<file path="src/design/q4kdot_pkg.sv">
// Shared types and constants for the Q4_K super-block dot product core.
package q4kdot_pkg;

  localparam int SUPERBLOCK_ELEMENTS = 256;
  localparam int BLOCK_BYTES = SUPERBLOCK_ELEMENTS / 2;
  localparam int POS_W = $clog2(BLOCK_BYTES);
  localparam int PACKED_COUNT = 12;
  localparam int IDX_W = 4;
  localparam int ACT_W = 16;
  localparam int MAIN_ACC_W = 35;
  localparam int MIN_ACC_W = 31;
  localparam int MAIN_OUT_W = 34;
  localparam int MIN_OUT_W = 30;
  localparam int IN_DATA_W = 56;
  localparam int OUT_DATA_W = 64;

  localparam logic CMD_SCALE = 1'b0;
  localparam logic CMD_WEIGHT = 1'b1;

  typedef enum logic [3:0] {
    ST_IDLE = 4'b0001,
    ST_MUL1 = 4'b0010,
    ST_MUL2 = 4'b0100,
    ST_ACC  = 4'b1000
  } state_t;

  typedef struct packed {
    logic capture;
    logic load_scale;
    logic mul1;
    logic mul2;
    logic acc;
    logic emit;
  } ctrl_cmd_t;

  typedef struct packed {
    logic last;
    logic out_busy;
  } ctrl_status_t;

endpackage

</file>
<file path="src/design/q4k_int16_superblock_dot.sv">
// Top level of the Q4_K x int16 super-block dot product core.
// Scale byte transaction: loaded in the idle state, which stays ready for the next one. Weight byte transaction:
// steps through capture, scale*nibble multiply, activation multiply and accumulate; the result is
// registered at the accumulate step of the last byte. The output register holds a result while the
// next super-block streams in; a further last byte waits in accumulate until it is taken.
// rst (synchronous) clears accumulators, byte position and output valid; scale bytes are not reset.
module q4k_int16_superblock_dot (
  input  logic        clk,
  input  logic        rst,
  input  logic        s_tvalid,
  output logic        s_tready,
  // scale_index[3:0], scale_byte[11:4], weight_byte[19:12],
  // act_low[35:20], act_high[51:36], zero[55:52]
  input  logic [55:0] s_tdata,
  // cmd
  input  logic        s_tuser,
  // last_pair
  input  logic        s_tlast,
  output logic        m_tvalid,
  input  logic        m_tready,
  // main_sum[33:0], min_sum[63:34]
  output logic [63:0] m_tdata
);

  q4kdot_pkg::ctrl_cmd_t cmd;
  q4kdot_pkg::ctrl_status_t status;
  logic [q4kdot_pkg::MAIN_OUT_W-1:0] out_main;
  logic [q4kdot_pkg::MIN_OUT_W-1:0] out_min;

  q4kdot_ctrl u_ctrl (
    .clk      (clk),
    .rst      (rst),
    .in_valid (s_tvalid),
    .in_cmd   (s_tuser),
    .in_ready (s_tready),
    .status   (status),
    .cmd      (cmd)
  );

  q4kdot_datapath u_datapath (
    .clk            (clk),
    .rst            (rst),
    .cmd            (cmd),
    .status         (status),
    .in_scale_index (s_tdata[3:0]),
    .in_scale_byte  (s_tdata[11:4]),
    .in_weight_byte (s_tdata[19:12]),
    .in_act_low     (s_tdata[35:20]),
    .in_act_high    (s_tdata[51:36]),
    .in_last        (s_tlast),
    .out_valid      (m_tvalid),
    .out_ready      (m_tready),
    .out_main       (out_main),
    .out_min        (out_min)
  );

  assign m_tdata = {out_min, out_main};

endmodule

</file>
<file path="src/design/q4kdot_ctrl.sv">
// Controller state machine sequencing capture, multiply and accumulate steps.
module q4kdot_ctrl (
  input  logic                    clk,
  input  logic                    rst,
  input  logic                    in_valid,
  input  logic                    in_cmd,
  output logic                    in_ready,
  input  q4kdot_pkg::ctrl_status_t status,
  output q4kdot_pkg::ctrl_cmd_t    cmd
);

  q4kdot_pkg::state_t state, state_next;
  logic accept;

  assign in_ready = (state == q4kdot_pkg::ST_IDLE);
  assign accept = in_valid && in_ready;

  always_comb begin
    state_next = state;
    cmd = '0;
    case (state)
      q4kdot_pkg::ST_IDLE: begin
        if (accept) begin
          if (in_cmd == q4kdot_pkg::CMD_WEIGHT) begin
            cmd.capture = 1'b1;
            state_next = q4kdot_pkg::ST_MUL1;
          end else begin
            cmd.load_scale = 1'b1;
          end
        end
      end
      q4kdot_pkg::ST_MUL1: begin
        cmd.mul1 = 1'b1;
        state_next = q4kdot_pkg::ST_MUL2;
      end
      q4kdot_pkg::ST_MUL2: begin
        cmd.mul2 = 1'b1;
        state_next = q4kdot_pkg::ST_ACC;
      end
      q4kdot_pkg::ST_ACC: begin
        if (!status.last) begin
          cmd.acc = 1'b1;
          state_next = q4kdot_pkg::ST_IDLE;
        end else if (!status.out_busy) begin
          cmd.acc = 1'b1;
          cmd.emit = 1'b1;
          state_next = q4kdot_pkg::ST_IDLE;
        end
      end
      default: begin
        state_next = q4kdot_pkg::ST_IDLE;
      end
    endcase
  end

  always_ff @(posedge clk) begin
    if (rst) begin
      state <= q4kdot_pkg::ST_IDLE;
    end else begin
      state <= state_next;
    end
  end

endmodule

</file>
<file path="src/design/q4kdot_datapath.sv">
// Datapath: scale store, unpack, two-step multiply, accumulators, output register.
module q4kdot_datapath (
  input  logic                                    clk,
  input  logic                                    rst,
  input  q4kdot_pkg::ctrl_cmd_t                   cmd,
  output q4kdot_pkg::ctrl_status_t                status,
  input  logic [q4kdot_pkg::IDX_W-1:0]            in_scale_index,
  input  logic [7:0]                              in_scale_byte,
  input  logic [7:0]                              in_weight_byte,
  input  logic signed [q4kdot_pkg::ACT_W-1:0]     in_act_low,
  input  logic signed [q4kdot_pkg::ACT_W-1:0]     in_act_high,
  input  logic                                    in_last,
  output logic                                    out_valid,
  input  logic                                    out_ready,
  output logic [q4kdot_pkg::MAIN_OUT_W-1:0]       out_main,
  output logic [q4kdot_pkg::MIN_OUT_W-1:0]        out_min
);

  logic [7:0] packed_scales [q4kdot_pkg::PACKED_COUNT];
  logic [5:0] sub_scale [8];
  logic [5:0] sub_min [8];

  logic [7:0] weight;
  logic signed [q4kdot_pkg::ACT_W-1:0] act_lo, act_hi;
  logic last;
  logic [q4kdot_pkg::POS_W-1:0] byte_pos;
  logic [1:0] grp;

  logic [9:0] scn_lo, scn_hi;
  logic [5:0] mn_lo, mn_hi;
  logic signed [26:0] prod_lo, prod_hi;
  logic signed [22:0] mprod_lo, mprod_hi;

  logic [q4kdot_pkg::MAIN_ACC_W-1:0] main_acc, main_sum;
  logic [q4kdot_pkg::MIN_ACC_W-1:0] min_acc, min_sum;

  assign grp = byte_pos[q4kdot_pkg::POS_W-1 -: 2];

  always_comb begin
    for (int j = 0; j < 4; j++) begin
      sub_scale[j] = packed_scales[j][5:0];
      sub_min[j] = packed_scales[j + 4][5:0];
      sub_scale[j + 4] = {packed_scales[j][7:6], packed_scales[j + 8][3:0]};
      sub_min[j + 4] = {packed_scales[j + 4][7:6], packed_scales[j + 8][7:4]};
    end
  end

  always_ff @(posedge clk) begin
    if (cmd.load_scale && (in_scale_index < q4kdot_pkg::IDX_W'(q4kdot_pkg::PACKED_COUNT))) begin
      packed_scales[in_scale_index] <= in_scale_byte;
    end
  end

  always_ff @(posedge clk) begin
    if (cmd.capture) begin
      weight <= in_weight_byte;
      act_lo <= in_act_low;
      act_hi <= in_act_high;
      last <= in_last;
    end
    if (cmd.mul1) begin
      scn_lo <= 10'(sub_scale[{grp, 1'b0}]) * 10'(weight[3:0]);
      scn_hi <= 10'(sub_scale[{grp, 1'b1}]) * 10'(weight[7:4]);
      mn_lo <= sub_min[{grp, 1'b0}];
      mn_hi <= sub_min[{grp, 1'b1}];
    end
    if (cmd.mul2) begin
      prod_lo <= $signed({1'b0, scn_lo}) * act_lo;
      prod_hi <= $signed({1'b0, scn_hi}) * act_hi;
      mprod_lo <= $signed({1'b0, mn_lo}) * act_lo;
      mprod_hi <= $signed({1'b0, mn_hi}) * act_hi;
    end
  end

  assign main_sum = main_acc
                  + {{(q4kdot_pkg::MAIN_ACC_W-27){prod_lo[26]}}, prod_lo}
                  + {{(q4kdot_pkg::MAIN_ACC_W-27){prod_hi[26]}}, prod_hi};
  assign min_sum = min_acc
                 + {{(q4kdot_pkg::MIN_ACC_W-23){mprod_lo[22]}}, mprod_lo}
                 + {{(q4kdot_pkg::MIN_ACC_W-23){mprod_hi[22]}}, mprod_hi};

  always_ff @(posedge clk) begin
    if (rst) begin
      main_acc <= '0;
      min_acc <= '0;
      byte_pos <= '0;
    end else if (cmd.acc) begin
      if (cmd.emit) begin
        main_acc <= '0;
        min_acc <= '0;
        byte_pos <= '0;
      end else begin
        main_acc <= main_sum;
        min_acc <= min_sum;
        byte_pos <= byte_pos + 1'b1;
      end
    end
  end

  always_ff @(posedge clk) begin
    if (rst) begin
      out_valid <= 1'b0;
    end else if (cmd.emit) begin
      out_valid <= 1'b1;
    end else if (out_ready) begin
      out_valid <= 1'b0;
    end
  end

  always_ff @(posedge clk) begin
    if (cmd.emit) begin
      out_main <= main_sum[q4kdot_pkg::MAIN_OUT_W-1:0];
      out_min <= min_sum[q4kdot_pkg::MIN_OUT_W-1:0];
    end
  end

  assign status.last = last;
  assign status.out_busy = out_valid && !out_ready;

endmodule

</file>
<file path="config.mk">
export PLATFORM = sky130hd
export DESIGN_NAME = q4k_int16_superblock_dot
export DESIGN_NICKNAME = d
export VERILOG_FILES = /design/src/design/q4kdot_pkg.sv /design/src/design/q4k_int16_superblock_dot.sv /design/src/design/q4kdot_ctrl.sv /design/src/design/q4kdot_datapath.sv
export SDC_FILE = /design/constraint.sdc
export NUM_CORES = 2
export LEC_CHECK = 0
export BUFFER_PORTS_ARGS = -buffer_cell sky130_fd_sc_hd__buf_2
export CORE_ASPECT_RATIO = 1.5
export CORE_MARGIN = 3
export CORE_UTILIZATION = 50
export DETAILED_ROUTE_END_ITERATION = 8
export PLACE_DENSITY_LB_ADDON = 0.3
export SYNTH_ARGS = -nofsm -noshare
export SYNTH_HDL_FRONTEND = slang
export SYNTH_SLANG_ARGS = --single-unit
</file>
<file path="constraint.sdc">
create_clock -name clk -period 13.75 [get_ports clk]
set_input_delay 1.375 -clock clk [delete_from_list [all_inputs] [get_ports clk]]
set_output_delay 1.375 -clock clk [all_outputs]
set_load 0.02 [all_outputs]
</file>
==> key figures <==
Yosys
  – Simple-gate portion of the synthesized area: 0.125
  – Dominant cells by area after synthesis: fa_1, edfxtp_1, ha_1
  – Synth Area in Compound Gates: 0.0805
  – Synth Cell Area: 37800 µm²
  – Synth Register Bits: 409
  – Synth async-reset ratio: 0
  – Syn avg cell area: 10.8 µm²
  – Post-Syn Nets: 4369
  – Largest family of logic cells by synthesized area: adder cells
  – Synthesis Warnings: 0
  – Mux cell area share after synthesis: 0.0146
  – Post-synth cell types: 74
  – Synth top area share: 0.267
  – Count leader, synth: inv_1
  – EDFF count, synth: 333
  – Mapped Cells: 3500
  – Post-synth top area cell: fa_1
  – Commonest cells in the netlist: inv_1, fa_1, and2_1, edfxtp_1, ha_1
  – Primary FF master, synth: edfxtp_1
  – Synth Area in Adders: 0.367
  – Seq/Total Area, Yosys: 0.305
  – Xor and xnor area share after synthesis: 0.0384

Floorplan
  – Die H: 343 µm
  – Core ar.: 74300 µm²
  – Die width: 231 µm
  – Ports: 128
  – Cell row count: 122
  – Die Footprint: 79000 µm²
  – Starting Density: 0.509

Critical path
  – Worst Setup Path Type: register to register
  – Worst setup EP type: register
  – Arrival @ worst endpoint: 6.82 ns
  – Crit path launch type: register
  – CP required: 13.97 ns
  – CP max FO: 16

Clock network
  – Clock transition at path regs: 0.07 ns
  – Sinks on Clock Net: 409
  – Num CTS Buffers: 43
  – CTS tree: built
  – Setup bufs post-CTS: 0
  – CTS H-tree lvls: 2
  – Clock Latency Late Sink: 0.60 ns
  – CTS Root Buffer Type: clkbuf_16
  – CTS Hold Buffers Added: 0
  – Post-CTS Resized: 0
  – Bufs on Longest Clock Path: 3

STA
  – Max Slew Vio Count: 0
  – Worst slew margin: 0.183
  – Clock Skews: 0.0333 ns
  – Tcrit/Tclk final: 0.480
  – Min Hold Slack: 0.483 ns
  – Post-layout min period: 6.59 ns
  – Setup TNS: 0 ns
  – RSZ-0062 raised after global routing: no
  – Final setup vio count: 0
  – F_max: 0.152 GHz
  – Final Hold Vio Count: 0
  – Least-Margin Pin Slew: 1.22 ns

Global route
  – Gr ovfl total: 0
  – Vias in the first global route: 26113
  – First-pass GRT wire length: 136000 µm
  – Largest net degree at the start of global routing: 72
  – Initial antenna violation count: 1
  – Total Routing Usage GR: 0.218

Placed design
  – Post-DP HPWL: 65500 µm
  – Placer Congestion: 0.869
  – Cell total after placement: 4532
  – # port buffers: 123
  – Placed cell area: 39400 µm²

Finish
  – Layout fillers: 6477
  – Post-route cell area: 41000 µm²
  – Final std cells w/o fill: 4613
  – Number of nets in the layout: 4454
  – Area Overhead vs Synth: 8.36%
  – Layout cell share with drive strength beyond 1: 0.0718
  – Final core occ: 0.551

Detailed routing
  – Via/cell ratio: 5.40
  – WL final: 84000 µm
  – Antenna Nets Post-Route: 0
  – Via count: 24889
  – Number of remaining DRC errors: 0
  – Drt first pass iters: 5
  – Wire per inst: 18.2 µm
  – Initial DRC Count: 1231

Power
  – Peak VDD IR: 0.115 mV
  – Pwr/cell area: 119 nW/µm²
  – LEAKAGE: 0.0185 µW

Outcome
  – Outcome: complete, no violations

Job
  – Max-Cap Viols: 0

Hold path
  – Hold Crit Class: register to register
-- worst max-delay path: stages (launching register included) --
cell and delay, ns:
edfxtp_1 0.88, nand2_1 0.17, fa_1 0.61, fa_1 0.45
fa_1 0.56, inv_1 0.06, fa_1 0.49, inv_1 0.05
fa_1 0.47, inv_1 0.04, ha_1 0.32, o21ai_0 0.30
o21ai_0 0.12, o221ai_1 0.30, o22ai_1 0.16, o21ai_1 0.30
nor2_1 0.10, a211oi_1 0.83
-- logic make-up after synthesis --
family / after synthesis
AO/OA/AOI/OAI: 453
AND/OR/NAND/NOR: 934
flip-flops: 409
adder cells (fa/ha/maj): 807
multiplexers: 25
XOR/XNOR: 166
buffers and inverters: 706
-- layout make-up --
| class | count | area, µm² | share of cell area |
|---|---|---|---|
| tap | 992 | 1240 | 0.0303 |
| clock buffer | 46 | 1120 | 0.0273 |
| inverter | 610 | 2290 | 0.0559 |
| antenna | 1 | 2.50 | 0.0000611 |
| timing repair buffer | 136 | 713 | 0.0174 |
| sequential | 409 | 11500 | 0.281 |
| clock inverter | 34 | 417 | 0.0102 |
| multi-input combinational | 2385 | 23700 | 0.578 |
-- metrics by stage --
step	setup WS, ns	total power, µW
final	7.16	4870
after CTS	6.97	4940
after floorplan	1.72	3000
after global routing	6.72	5200
after detailed placement	7.01	3680
after global placement	7.08	3640
-- per-layer routing --
layer	track usage	share of wire	up-vias
met5	0	0	-
met2	0.392	0.52	550
met1	0.272	0.40	12618
met4	0.0832	0.039	0
li1	-	-	11563
met3	0.0237	0.043	158
-- worst paths after layout --
check / from / to / slack, ns / depth (start not counted)
worst max register to register: u_datapath.act_hi[7] / u_datapath.prod_hi[24] / 7.16 / 17
worst max-delay path: u_datapath.act_hi[7] / u_datapath.prod_hi[24] / 7.16 / 17
worst min register to register: u_datapath.main_acc[33] / u_datapath.main_acc[33] / 0.48 / 2
worst min-delay path: u_datapath.main_acc[33] / u_datapath.main_acc[33] / 0.48 / 2
-- layout by cell type, fill, tap and decap left out, types with 30 or more instances in the layout --
cell type	n
buf_2	123
clkbuf_16	44
nor2_1	142
nand3_1	31
a22oi_1	35
xor2_1	38
a21oi_1	126
xnor2_1	128
o21ai_0	66
a21o_1	50
nand2_1	288
dfxtp_1	75
inv_1	610
ha_1	303
nor3_1	30
edfxtp_1	333
and2_1	342
fa_1	504
-- report_power, final --
group	leakage (µW)	internal [µW]	total (µW)	switching, µW
clock	0.000740	721	1250	529
sequential	0.00362	1450	1490	33.7
combinational	0.0141	844	2130	1280
total	0.0185	3020	4870	1850
-- registers in the layout, indices dropped and copies added (netlist names) --
name	flops
u_datapath.act_hi	16
u_datapath.act_lo	16
u_datapath.mprod_lo	23
u_datapath.scn_lo	10
u_datapath.out_min	30
u_ctrl.state	4
u_datapath.min_acc	30
u_datapath.mprod_hi	23
u_datapath.weight	8
u_datapath.mn_hi	6
u_datapath.out_valid	1
u_datapath.last	1
u_datapath.prod_lo	27
u_datapath.byte_pos	7
u_datapath.scn_hi	10
u_datapath.packed_scales	96
u_datapath.prod_hi	27
u_datapath.mn_lo	6
u_datapath.out_main	34
u_datapath.main_acc	34
Note: power is estimated with default switching activity, not from simulation.
